[config.mk]
export PLATFORM = sky130hd
export DESIGN_NAME = mix_limiter_peak_envelope_core_flat
export DESIGN_NICKNAME = d
export VERILOG_FILES = /design/src/design/mlpe_pkg.sv /design/src/design/mlpe_if.sv /design/src/design/mlpe_gain_clamp.sv /design/src/design/mlpe_level_track.sv /design/src/design/mix_limiter_peak_envelope_core.sv /design/src/flat_wrapper.sv
export SDC_FILE = /design/constraint.sdc
export NUM_CORES = 1
export LEC_CHECK = 0
export ABC_CLOCK_PERIOD_IN_PS = 31900
export BUFFER_PORTS_ARGS = -buffer_cell sky130_fd_sc_hd__buf_2
export CAP_MARGIN = 5
export CORE_MARGIN = 4
export CORE_UTILIZATION = 40
export DETAILED_ROUTE_END_ITERATION = 12
export PLACE_DENSITY_LB_ADDON = 0.08
export SLEW_MARGIN = 20
export SYNTH_ARGS = -nofsm -noshare
export SYNTH_HDL_FRONTEND = slang
export SYNTH_HIERARCHICAL = 1
export SYNTH_SLANG_ARGS = --single-unit
[constraint.sdc]
create_clock -name clk -period 31.9 [get_ports clk]
set_input_delay 1.595 -clock clk [delete_from_list [all_inputs] [get_ports clk]]
set_output_delay 1.595 -clock clk [all_outputs]
set_load 0.02 [all_outputs]
[src/design/mlpe_pkg.sv]
package mlpe_pkg;

	localparam int SAMPLE_W   = 16;
	localparam int LEVEL_W    = 16;
	localparam int CLIP_W     = 32;
	localparam int GAIN_W     = 3;
	localparam int QSHIFT_W   = 4;
	localparam int CFG_IDX_W  = 3;
	localparam int CFG_DATA_W = 16;
	localparam int GAIN_MAX   = 7;
	localparam int DECAY_SHIFT = 5;

	localparam logic signed [SAMPLE_W-1:0] OUT_MAX = 16'sd32767;
	localparam logic signed [SAMPLE_W-1:0] OUT_MIN = -16'sd32768;

	localparam logic [GAIN_W-1:0]   GAIN_RESET   = 3'd1;
	localparam logic                MONO_RESET   = 1'b1;
	localparam logic [QSHIFT_W-1:0] QSHIFT_RESET = 4'd4;
	localparam logic [LEVEL_W-1:0]  QFLOOR_RESET = 16'd32;
	localparam logic [LEVEL_W-1:0]  QCEIL_RESET  = 16'd256;

	typedef enum logic [CFG_IDX_W-1:0] {
		CFG_GAIN_SHIFT    = 3'd0,
		CFG_MONO_MODE     = 3'd1,
		CFG_QUIET_SHIFT   = 3'd2,
		CFG_QUIET_FLOOR   = 3'd3,
		CFG_QUIET_CEILING = 3'd4
	} cfg_reg_t;

	typedef struct packed {
		logic [GAIN_W-1:0]   gain_shift;
		logic                mono_mode;
		logic [QSHIFT_W-1:0] quiet_shift;
		logic [LEVEL_W-1:0]  quiet_floor;
		logic [LEVEL_W-1:0]  quiet_ceiling;
	} cfg_t;

	typedef struct packed {
		logic [LEVEL_W-1:0] quiet_level;
		logic [LEVEL_W-1:0] overall_peak;
		logic [CLIP_W-1:0]  clip_total;
	} levels_t;

endpackage

[src/design/mlpe_if.sv]
interface mlpe_smp_if #(
	parameter int MIX_WIDTH = 24
);
	logic                        valid;
	logic                        ready;
	logic signed [MIX_WIDTH-1:0] mixed_left;
	logic signed [MIX_WIDTH-1:0] mixed_right;
	logic                        block_last;

	modport source(output valid, output mixed_left, output mixed_right, output block_last,
		input ready);
	modport sink(input valid, input mixed_left, input mixed_right, input block_last,
		output ready);
endinterface

interface mlpe_res_if;
	logic                                  valid;
	logic                                  ready;
	logic signed [mlpe_pkg::SAMPLE_W-1:0]  out_left;
	logic signed [mlpe_pkg::SAMPLE_W-1:0]  out_right;
	logic                                  block_done;
	logic [mlpe_pkg::LEVEL_W-1:0]          quiet_level;
	logic [mlpe_pkg::LEVEL_W-1:0]          overall_peak;
	logic [mlpe_pkg::CLIP_W-1:0]           clip_total;

	modport source(output valid, output out_left, output out_right, output block_done,
		output quiet_level, output overall_peak, output clip_total, input ready);
	modport sink(input valid, input out_left, input out_right, input block_done,
		input quiet_level, input overall_peak, input clip_total, output ready);
endinterface

[src/design/mlpe_gain_clamp.sv]
module mlpe_gain_clamp #(
	parameter int MIX_WIDTH = 24
) (
	input  logic signed [MIX_WIDTH-1:0]              sample,
	input  logic [mlpe_pkg::GAIN_W-1:0]              gain_shift,
	output logic signed [mlpe_pkg::SAMPLE_W-1:0]     clamped,
	output logic                                     clipped
);

	localparam int EXT_W = MIX_WIDTH + mlpe_pkg::GAIN_MAX;
	localparam logic signed [EXT_W-1:0] LIM_HI = EXT_W'(mlpe_pkg::OUT_MAX);
	localparam logic signed [EXT_W-1:0] LIM_LO = EXT_W'(mlpe_pkg::OUT_MIN);

	logic signed [EXT_W-1:0] ext;
	logic signed [EXT_W-1:0] shifted;
	logic                    over_hi;
	logic                    over_lo;

	assign ext     = EXT_W'(sample);
	assign shifted = ext <<< gain_shift;
	assign over_hi = shifted > LIM_HI;
	assign over_lo = shifted < LIM_LO;
	assign clipped = over_hi | over_lo;

	always_comb begin
		priority if (over_hi) begin
			clamped = mlpe_pkg::OUT_MAX;
		end else if (over_lo) begin
			clamped = mlpe_pkg::OUT_MIN;
		end else begin
			clamped = shifted[mlpe_pkg::SAMPLE_W-1:0];
		end
	end

endmodule

[src/design/mlpe_level_track.sv]
module mlpe_level_track (
	input  logic                                 clk,
	input  logic                                 arst_n,
	input  logic                                 advance,
	input  logic signed [mlpe_pkg::SAMPLE_W-1:0] left,
	input  logic                                 clip_l,
	input  logic                                 clip_r,
	input  logic                                 last,
	input  mlpe_pkg::cfg_t                       cfg,
	output mlpe_pkg::levels_t                    levels
);

	logic [mlpe_pkg::LEVEL_W-1:0] block_peak_q;
	logic [mlpe_pkg::LEVEL_W-1:0] envelope_q;
	logic [mlpe_pkg::LEVEL_W-1:0] max_peak_q;
	logic [mlpe_pkg::CLIP_W-1:0]  clip_count_q;
	logic [mlpe_pkg::LEVEL_W-1:0] quiet_q;

	logic signed [mlpe_pkg::SAMPLE_W:0] left_ext;
	logic [mlpe_pkg::SAMPLE_W:0]        mag_w;
	logic [mlpe_pkg::LEVEL_W-1:0]       mag;
	logic [mlpe_pkg::LEVEL_W-1:0]       peak_n;
	logic [mlpe_pkg::LEVEL_W-1:0]       max_n;
	logic [mlpe_pkg::LEVEL_W-1:0]       env_n;
	logic [mlpe_pkg::LEVEL_W-1:0]       shifted_env;
	logic [mlpe_pkg::LEVEL_W-1:0]       quiet_n;
	logic [mlpe_pkg::CLIP_W:0]          clip_sum;
	logic [mlpe_pkg::CLIP_W-1:0]        clip_n;

	assign left_ext = (mlpe_pkg::SAMPLE_W + 1)'(left);
	assign mag_w    = left_ext[mlpe_pkg::SAMPLE_W] ? (mlpe_pkg::SAMPLE_W + 1)'(-left_ext)
		: (mlpe_pkg::SAMPLE_W + 1)'(left_ext);
	assign mag      = mag_w[mlpe_pkg::LEVEL_W-1:0];
	assign peak_n   = (mag > block_peak_q) ? mag : block_peak_q;
	assign max_n    = (peak_n > max_peak_q) ? peak_n : max_peak_q;
	assign env_n    = (peak_n > envelope_q) ? peak_n
		: envelope_q - (envelope_q >> mlpe_pkg::DECAY_SHIFT);
	assign shifted_env = env_n >> cfg.quiet_shift;

	always_comb begin
		priority if (shifted_env < cfg.quiet_floor) begin
			quiet_n = cfg.quiet_floor;
		end else if (shifted_env > cfg.quiet_ceiling) begin
			quiet_n = cfg.quiet_ceiling;
		end else begin
			quiet_n = shifted_env;
		end
	end

	assign clip_sum = {1'b0, clip_count_q} + (mlpe_pkg::CLIP_W + 1)'(clip_l)
		+ (mlpe_pkg::CLIP_W + 1)'(clip_r);
	assign clip_n   = clip_sum[mlpe_pkg::CLIP_W] ? {mlpe_pkg::CLIP_W{1'b1}}
		: clip_sum[mlpe_pkg::CLIP_W-1:0];

	assign levels.quiet_level  = last ? quiet_n : quiet_q;
	assign levels.overall_peak = last ? max_n : max_peak_q;
	assign levels.clip_total   = clip_n;

	always_ff @(posedge clk or negedge arst_n) begin
		if (!arst_n) begin
			block_peak_q <= '0;
			envelope_q   <= '0;
			max_peak_q   <= '0;
			clip_count_q <= '0;
			quiet_q      <= '0;
		end else if (advance) begin
			clip_count_q <= clip_n;
			if (last) begin
				block_peak_q <= '0;
				envelope_q   <= env_n;
				max_peak_q   <= max_n;
				quiet_q      <= quiet_n;
			end else begin
				block_peak_q <= peak_n;
			end
		end
	end

endmodule

[src/design/mix_limiter_peak_envelope_core.sv]
// Hard-clip limiter with block peak envelope.
//
// samples: one stereo mixer sample per transfer (mixed_left, mixed_right,
//   block_last marking the final sample of a block).
// results: one result per sample: gained and clamped out_left/out_right,
//   block_done, and the level readings quiet_level, overall_peak and
//   clip_total as they stand after that sample.
// cfg_we/cfg_index/cfg_data: register writes, taken in the cycle they are
//   presented; write only while no sample is in flight.
// Path: a taken sample passes the input register, then the result register,
//   before it is offered on results.
// Throughput: one sample per cycle while results.ready is high, set by the
//   single pass of clamp and level logic between the two registers.
// Stall: while results.ready is low the result holds; one more sample can
//   sit in the input register, after which samples.ready drops.
// Reset: clears both stages, all level state and the counter, and loads
//   the register defaults (gain 1, mono, quiet shift 4, floor 32,
//   ceiling 256).
module mix_limiter_peak_envelope_core #(
	parameter int MIX_WIDTH = 24
) (
	input  logic                               clk,
	input  logic                               arst_n,
	input  logic                               cfg_we,
	input  logic [mlpe_pkg::CFG_IDX_W-1:0]     cfg_index,
	input  logic [mlpe_pkg::CFG_DATA_W-1:0]    cfg_data,
	mlpe_smp_if.sink                           samples,
	mlpe_res_if.source                         results
);

	mlpe_pkg::cfg_t    cfg_q;
	mlpe_pkg::levels_t levels;

	logic                                 valid_s1;
	logic signed [MIX_WIDTH-1:0]          left_s1;
	logic signed [MIX_WIDTH-1:0]          right_s1;
	logic                                 last_s1;

	logic                                 valid_s2;
	logic signed [mlpe_pkg::SAMPLE_W-1:0] left_s2;
	logic signed [mlpe_pkg::SAMPLE_W-1:0] right_s2;
	logic                                 done_s2;
	mlpe_pkg::levels_t                    levels_s2;

	logic                                 s2_free;
	logic                                 advance;
	logic                                 take_in;
	logic signed [mlpe_pkg::SAMPLE_W-1:0] left_c;
	logic signed [mlpe_pkg::SAMPLE_W-1:0] right_c;
	logic                                 clip_l;
	logic                                 clip_r_raw;

	always_ff @(posedge clk or negedge arst_n) begin
		if (!arst_n) begin
			cfg_q.gain_shift    <= mlpe_pkg::GAIN_RESET;
			cfg_q.mono_mode     <= mlpe_pkg::MONO_RESET;
			cfg_q.quiet_shift   <= mlpe_pkg::QSHIFT_RESET;
			cfg_q.quiet_floor   <= mlpe_pkg::QFLOOR_RESET;
			cfg_q.quiet_ceiling <= mlpe_pkg::QCEIL_RESET;
		end else if (cfg_we) begin
			unique case (cfg_index)
				mlpe_pkg::CFG_GAIN_SHIFT: begin
					cfg_q.gain_shift <= cfg_data[mlpe_pkg::GAIN_W-1:0];
				end
				mlpe_pkg::CFG_MONO_MODE: begin
					cfg_q.mono_mode <= cfg_data[0];
				end
				mlpe_pkg::CFG_QUIET_SHIFT: begin
					cfg_q.quiet_shift <= cfg_data[mlpe_pkg::QSHIFT_W-1:0];
				end
				mlpe_pkg::CFG_QUIET_FLOOR: begin
					cfg_q.quiet_floor <= cfg_data[mlpe_pkg::LEVEL_W-1:0];
				end
				mlpe_pkg::CFG_QUIET_CEILING: begin
					cfg_q.quiet_ceiling <= cfg_data[mlpe_pkg::LEVEL_W-1:0];
				end
				default: begin
				end
			endcase
		end
	end

	assign s2_free       = !valid_s2 || results.ready;
	assign advance       = valid_s1 && s2_free;
	assign samples.ready = !valid_s1 || s2_free;
	assign take_in       = samples.valid && samples.ready;

	always_ff @(posedge clk or negedge arst_n) begin
		if (!arst_n) begin
			valid_s1 <= 1'b0;
		end else if (samples.ready) begin
			valid_s1 <= samples.valid;
		end
	end

	always_ff @(posedge clk) begin
		if (take_in) begin
			left_s1  <= samples.mixed_left;
			right_s1 <= samples.mixed_right;
			last_s1  <= samples.block_last;
		end
	end

	mlpe_gain_clamp #(
		.MIX_WIDTH(MIX_WIDTH)
	) u_clamp_left (
		.sample     (left_s1),
		.gain_shift (cfg_q.gain_shift),
		.clamped    (left_c),
		.clipped    (clip_l)
	);

	mlpe_gain_clamp #(
		.MIX_WIDTH(MIX_WIDTH)
	) u_clamp_right (
		.sample     (right_s1),
		.gain_shift (cfg_q.gain_shift),
		.clamped    (right_c),
		.clipped    (clip_r_raw)
	);

	mlpe_level_track u_levels (
		.clk    (clk),
		.arst_n (arst_n),
		.advance(advance),
		.left   (left_c),
		.clip_l (clip_l),
		.clip_r (clip_r_raw && !cfg_q.mono_mode),
		.last   (last_s1),
		.cfg    (cfg_q),
		.levels (levels)
	);

	always_ff @(posedge clk or negedge arst_n) begin
		if (!arst_n) begin
			valid_s2 <= 1'b0;
		end else if (s2_free) begin
			valid_s2 <= valid_s1;
		end
	end

	always_ff @(posedge clk) begin
		if (advance) begin
			left_s2   <= left_c;
			right_s2  <= cfg_q.mono_mode ? left_c : right_c;
			done_s2   <= last_s1;
			levels_s2 <= levels;
		end
	end

	assign results.valid        = valid_s2;
	assign results.out_left     = left_s2;
	assign results.out_right    = right_s2;
	assign results.block_done   = done_s2;
	assign results.quiet_level  = levels_s2.quiet_level;
	assign results.overall_peak = levels_s2.overall_peak;
	assign results.clip_total   = levels_s2.clip_total;

endmodule

[src/flat_wrapper.sv]
// flat-port wrapper written by rule: the top's interface ports become plain ports
module mix_limiter_peak_envelope_core_flat 
#(
	parameter int MIX_WIDTH = 24
)
  (clk, arst_n, cfg_we, cfg_index, cfg_data, samples_valid, samples_mixed_left, samples_mixed_right, samples_block_last, samples_ready, results_valid, results_out_left, results_out_right, results_block_done, results_quiet_level, results_overall_peak, results_clip_total, results_ready);
  mlpe_smp_if #(.MIX_WIDTH(MIX_WIDTH)) samples_i ();
  mlpe_res_if results_i ();
  input  logic clk;
  input  logic arst_n;
  input  logic cfg_we;
  input  logic [mlpe_pkg::CFG_IDX_W-1:0] cfg_index;
  input  logic [mlpe_pkg::CFG_DATA_W-1:0] cfg_data;
  input wire logic [$bits(samples_i.valid)-1:0] samples_valid;
  input wire logic [$bits(samples_i.mixed_left)-1:0] samples_mixed_left;
  input wire logic [$bits(samples_i.mixed_right)-1:0] samples_mixed_right;
  input wire logic [$bits(samples_i.block_last)-1:0] samples_block_last;
  output wire logic [$bits(samples_i.ready)-1:0] samples_ready;
  output wire logic [$bits(results_i.valid)-1:0] results_valid;
  output wire logic [$bits(results_i.out_left)-1:0] results_out_left;
  output wire logic [$bits(results_i.out_right)-1:0] results_out_right;
  output wire logic [$bits(results_i.block_done)-1:0] results_block_done;
  output wire logic [$bits(results_i.quiet_level)-1:0] results_quiet_level;
  output wire logic [$bits(results_i.overall_peak)-1:0] results_overall_peak;
  output wire logic [$bits(results_i.clip_total)-1:0] results_clip_total;
  input wire logic [$bits(results_i.ready)-1:0] results_ready;
  assign samples_i.valid = samples_valid;
  assign samples_i.mixed_left = samples_mixed_left;
  assign samples_i.mixed_right = samples_mixed_right;
  assign samples_i.block_last = samples_block_last;
  assign samples_ready = samples_i.ready;
  assign results_valid = results_i.valid;
  assign results_out_left = results_i.out_left;
  assign results_out_right = results_i.out_right;
  assign results_block_done = results_i.block_done;
  assign results_quiet_level = results_i.quiet_level;
  assign results_overall_peak = results_i.overall_peak;
  assign results_clip_total = results_i.clip_total;
  assign results_i.ready = results_ready;
  mix_limiter_peak_envelope_core #(.MIX_WIDTH(MIX_WIDTH)) u_core (.clk(clk), .arst_n(arst_n), .cfg_we(cfg_we), .cfg_index(cfg_index), .cfg_data(cfg_data), .samples(samples_i), .results(results_i));
endmodule
==> flow_metrics.tcl, run 1 <==
set metrics [dict create \
    cts.clk_slew.worst_paths_ns 0.06 \
    final_cell_mix "170 x buf_2, 146 x edfxtp_1, 131 x dfrtp_1, 131 x inv_1, 128 x nand2_1" \
    seq_area_um2 7849 \
    drive_gt1_share_pct 22.68 \
    ys_seq_area_share_pct 40.74 \
    ant_nets 0 \
    power_density_nw_per_um2 108.5 \
    relSlewSlack_pct 32.01 \
    power_frac_comb_pct 56.9 \
    min-delay-path-class "reg -> reg" \
    place_area_um2 20490 \
    cp_slowest_cell "or4_1" \
    synth_cell_types 91 \
    p_leak_nw 9.350 \
    netlist_area_um2 19250 \
    synth_fp_nets 2044 \
    vias 15170 \
    peakVddDrop_uv 64.03 \
    worstPathMaxFanout 75 \
    insertion_delay_ns 0.55 \
    vias_per_cell 5.759 \
    antenna_found_initial 2 \
    track_usage_pct 20.25 \
    nNetsFinal 2158 \
    dr.pass1.iters 6 \
    fin_crit_sh_pct 44.69 \
    sequentialPowerShare_pct 23.5 \
    crit_type "reg -> reg" \
    synth_edf_count 146 \
    dieHeight_um 227.4 \
    drc 0 \
    synthArstFlopShare_pct 48.59 \
    die_w_um 227.4 \
    grt-ovfl-total 0 \
    syn_to_final_growth_pct 13.55 \
    dp_cells 2568 \
    fin_tns_setup_ns 0 \
    finalCriticalPeriod_ns 14.26 \
    fin_skew_ns 0.01486 \
    dr.first_iter.drc_count 1348 \
    hold-worst-slack_ns 0.4792 \
    crit_arrival_ns 14.55 \
    grt_pass1_wl_um 83570 \
    cts.repair.resized 0 \
    syn-instance-count 1877 \
    wl_per_cell_um 20.34 \
    drt_wl_total_um 53600 \
    grt_max_degree 82 \
    ctsHtreeMaxLevel 2 \
    die-area_um2 51700 \
    drv_cap 0 \
    status "finished clean" \
    p_sw_mw 1.033 \
    num-fill-cells 4570 \
    netSwitchingFraction_pct 43.56 \
    power.internal_mw 1.338 \
    hold_viol 0 \
    worstSetupStartpointType "register" \
    yosysWarnings 6 \
    cts.sinks 284 \
    cts_hold_buf 0 \
    ys_ff_latch 284 \
    io_buffers 171 \
    post_cts_buffers 0 \
    clk_path_buf_depth 3 \
    cts_root_buf "clkbuf_16" \
    cpMostUsedCell "a21o_1" \
    gp_congestion 0.8810 \
    worst_slack_ns 17.64 \
    clockPowerShare_pct 19.7 \
    multiInputGateArea_um2 10330 \
    placementRows 80 \
    dp_hpwl_um 38460 \
    cp.required_ns 32.20 \
    io-pin-count 172 \
    place_ws_ns 17.80 \
    slew_viol_final 0 \
    clock.fmax_ghz 0.07015 \
    initial_utilization_pct 40.40 \
    end_kind "register" \
    slowest_delay_ns 0.85 \
    rsz0062_at_grt "false" \
    postLayoutCellArea_um2 21860 \
    final_common_cell "buf_2" \
    cts_buffers 36 \
    grt_pass1_vias 14320 \
    avgSynthCellArea_um2 10.26 \
    tightest_slew_ns 1.020 \
    cts_tree "built" \
    design.core.area_um2 47650 \
    final_cells 2635 \
    synth_flop_cell "edfxtp_1" \
    setup_viol 0 \
]
-- critical path, delay by kind of cell (launching register included) --
kind,cells,cell delay (ns)
AO/OA/AOI/OAI,17,4.31
XOR/XNOR,1,0.19
adder cells (fa/ha/maj),4,1.12
buffers and inverters,6,1.98
flip-flops,1,0.73
multiplexers,5,1.64
AND/OR/NAND/NOR,11,4.01
-- layout make-up --
type / count / area share, %
well taps: 615 / 3.520
inverters: 136 / 2.335
clock inverters: 25 / 1.860
repair buffers: 194 / 4.734
flip-flops and latches: 284 / 35.91
diodes: 1 / 0.01145
clock buffers: 41 / 4.396
multi-input cells: 1339 / 47.24
-- synthesized netlist by cell type (20+ instances only) --
| cell type | number | area (um^2) |
|---|---|---|
| a21o_1 | 31 | 232.7 |
| a21oi_1 | 92 | 460.4 |
| a221oi_2 | 20 | 300.3 |
| a31oi_1 | 42 | 262.8 |
| and2_1 | 35 | 219.0 |
| and3_1 | 23 | 143.9 |
| buf_2 | 21 | 105.1 |
| clkbuf_1 | 74 | 277.8 |
| dfrtp_1 | 133 | 3328 |
| edfxtp_1 | 146 | 4384 |
| ha_1 | 92 | 1151 |
| inv_1 | 131 | 491.7 |
| mux2_2 | 90 | 1013 |
| mux2i_1 | 103 | 1031 |
| mux4_2 | 24 | 540.5 |
| nand2_1 | 128 | 480.5 |
| nand2b_1 | 26 | 162.7 |
| nand3_1 | 43 | 215.2 |
| nand4_1 | 28 | 175.2 |
| nor2_1 | 103 | 386.6 |
| nor3_1 | 44 | 220.2 |
| nor4_1 | 25 | 156.4 |
| o21ai_0 | 60 | 300.3 |
| o22ai_1 | 35 | 219.0 |
| xnor2_1 | 39 | 341.6 |
-- sequential cells by signal (all words and copies together), names as in the netlist, 24 cells and up --
name / count
u_core/right_s1: 24
u_core/u_levels/clip_count_q: 32
u_core/results.clip_total: 32
u_core/left_s1: 24
u_core/cfg_q: 40
-- power by group through the flow --
stage / clock network [mW] / registers (mW) / logic [mW]
after CTS: 0.480 / 0.558 / 1.34
after global routing: 0.494 / 0.569 / 1.48
after detailed placement: 0 / 0.563 / 1.33
after floorplan: 0 / 0.567 / 0.958
final: 0.467 / 0.557 / 1.35
after global placement: 0 / 0.562 / 1.32
-- per-layer routing --
metal	global-route usage [%]	share of wire [%]	up-vias	wire length, um
li1	-	-	7255	-
met1	30.50	48	7401	25920
met2	31.22	45	457	23950
met3	2.798	5.3	59	2839
met4	4.451	1.6	2	877
met5	0	0.024	-	13
-- logic make-up (layout without fill, tap and decap cells) --
group | Yosys count | count (layout) | synth area share (%)
and+or+nand+nor | 545 | 545 | 15.10
muxes | 230 | 230 | 14.44
buffers and inverters | 254 | 396 | 5.791
xor gates and xnor gates | 51 | 51 | 2.320
AOI/OAI and AO/OA | 419 | 419 | 15.42
DFF | 284 | 284 | 40.74
other | 0 | 1 | 0
adders and majority gates | 94 | 94 | 6.187
-- stage by stage --
step	utilization (%)	total power, mW
2_1_floorplan	-	1.525
3_3_place_gp	42.99	1.885
3_5_place_dp	43.00	1.889
4_1_cts	45.87	2.373
5_1_grt	45.87	2.541
6_report	45.88	2.372
-- worst paths after layout --
| kind | from | endpoint | slack (ns) | cells after the start |
|---|---|---|---|---|
| worst max-delay path | u_core/cfg_q[38] | u_core/results.quiet_level[10] | 17.64 | 44 |
| worst min-delay path | u_core/u_levels/quiet_q[0] | u_core/u_levels/quiet_q[0] | 0.48 | 2 |
| worst max register to register | u_core/cfg_q[38] | u_core/results.quiet_level[10] | 17.64 | 44 |
| worst min register to register | u_core/u_levels/quiet_q[0] | u_core/u_levels/quiet_q[0] | 0.48 | 2 |
| max in group asynchronous | arst_n | u_core/u_levels/clip_count_q[3] | 29.53 | 2 |
| min in group asynchronous | arst_n | u_core/u_levels/envelope_q[3] | 1.09 | 1 |
Note: power is estimated with default switching activity, not from simulation.
==> run 2, diff against run 1 <==
- ABC_CLOCK_PERIOD_IN_PS: 31900 -> 13800
- clock period: 31.9 -> 13.8 ns (I/O delays scaled with it)
==> flow_metrics.tcl, run 2 (same netlist as run 1, synthesis figures left out) <==
set metrics [dict create \
    status "finished clean" \
    antenna_found_initial 1 \
    grt_pass1_wl_um 84680 \
    fin_crit_sh_pct 94.88 \
    clock.fmax_ghz 0.07637 \
    min-delay-path-class "in -> async" \
    grt_pass1_vias 14610 \
    dieHeight_um 227.4 \
    cts_root_buf "clkbuf_16" \
    drive_gt1_share_pct 22.78 \
    clk_path_buf_depth 3 \
    post_cts_buffers 0 \
    worst_slack_ns 0.7066 \
    hold_viol 0 \
    setup_viol 0 \
    vias_per_cell 5.750 \
    slew_viol_final 0 \
    vias 15170 \
    cts_buffers 34 \
    die-area_um2 51700 \
    fin_tns_setup_ns 0 \
    nNetsFinal 2165 \
    fin_skew_ns 0.01751 \
    syn_to_final_growth_pct 12.62 \
    top_register "u_core/cfg_q" \
    power_density_nw_per_um2 246.2 \
    relSlewSlack_pct 34.33 \
    cts_hold_buf 0 \
    p_leak_nw 9.269 \
    slowest_delay_ns 1.03 \
    end_kind "register" \
    track_usage_pct 20.58 \
    place_ws_ns 0.8495 \
    cp.required_ns 14.09 \
    crit_arrival_ns 13.38 \
    antennaDiodeCount 0 \
    insertion_delay_ns 0.54 \
    cts_tree "built" \
    cts.sinks 284 \
    cp_slowest_cell "dfstp_2" \
    io_buffers 171 \
    dr.first_iter.drc_count 1188 \
    peakVddDrop_uv 134.3 \
    drv_cap 0 \
    tightest_slew_ns 0.9850 \
    rsz0062_at_grt "false" \
    wl_per_cell_um 20.47 \
    final_util_pct 45.50 \
    cts.clk_slew.worst_paths_ns 0.06 \
    finalCriticalPeriod_ns 13.09 \
    worstSetupStartpointType "register" \
    worstPathMaxFanout 39 \
    final_common_cell "buf_2" \
    ctsHtreeMaxLevel 2 \
    design.core.area_um2 47650 \
    largest_reg_flops 40 \
    placementRows 80 \
    gp_congestion 0.9298 \
    grt_max_degree 86 \
    grt-ovfl-total 0 \
    initial_utilization_pct 40.40 \
    cpMostUsedCell "a21o_1" \
    io-pin-count 172 \
    final_cell_mix "170 x buf_2, 146 x edfxtp_1, 131 x dfrtp_1, 131 x inv_1, 128 x nand2_1" \
    ant_nets 0 \
    die_w_um 227.4 \
    dp_hpwl_um 39320 \
    drc 0 \
    drt_wl_total_um 54010 \
    dr.pass1.iters 5 \
    crit_type "reg -> reg" \
]
==> run 2: stage by stage <==
stage / power (mW) / cells / hold slack (ns) / instance area, um^2
after floorplan: 3.525 / 1877 / 0.3944 / 19250
after global placement: 4.411 / 2576 / 0.4628 / 20540
after detailed placement: 4.409 / 2576 / 0.4726 / 20540
after CTS: 5.338 / 2638 / 0.2652 / 21650
after global routing: 5.726 / 2639 / 0.2983 / 21680
final: 5.338 / 2639 / 0.2464 / 21680
==> run 2: what timing repair did <==
item,CTS,global route
setup endpoints to repair,0,2
hold endpoints to repair,0,0
resized for setup,0,2
==> run 2: worst max-delay path, delay by kind of cell (launching register included) <==
| kind | cells | cell delay, ns |
|---|---|---|
| buffers and inverters | 6 | 1.20 |
| xor gates and xnor gates | 1 | 0.18 |
| and+or+nand+nor | 12 | 3.73 |
| DFF | 1 | 1.03 |
| AOI/OAI and AO/OA | 14 | 3.94 |
| muxes | 5 | 1.53 |
| adders and majority gates | 4 | 1.20 |
==> run 2: routing by layer <==
layer / global-route usage, % / wire, um / vias to the layer above
li1: - / - / 7249
met1: 30.26 / 25700 / 7414
met2: 31.68 / 24270 / 446
met3: 3.585 / 2962 / 62
met4: 5.231 / 1066 / 2
met5: 0 / 13 / -
==> run 2: final cells by class <==
cell class              instances  area [um^2]
flip-flops and latches        284         7849
fillers                      4563        25960
repair buffers                203         1106
clock buffers                  49         1011
multi-input cells            1339        10340
clock inverters                13        96.34
inverters                     136        510.5
well taps                     615        769.5
==> run 2: final timing paths <==
check / startpoint / to / slack, ns / depth (start not counted)
max: u_core/cfg_q[37] / u_core/results.quiet_level[10] / 0.71 / 42
min: arst_n / u_core/u_levels/envelope_q[7] / 0.25 / 1
max reg2reg: u_core/cfg_q[37] / u_core/results.quiet_level[10] / 0.71 / 42
min reg2reg: u_core/u_levels/quiet_q[0] / u_core/u_levels/quiet_q[0] / 0.48 / 2
max in group asynchronous: arst_n / u_core/u_levels/clip_count_q[22] / 12.31 / 2
min in group clk: samples_mixed_right[16] / u_core/right_s1[16] / 0.32 / 1
==> run 2: where the power goes <==
part | total (mW) | internal [mW] | switching, mW
combinational | 3.17 | 1.30 | 1.87
clock | 0.881 | 0.514 | 0.367
sequential | 1.29 | 1.13 | 0.159
total | 5.34 | 2.94 | 2.40
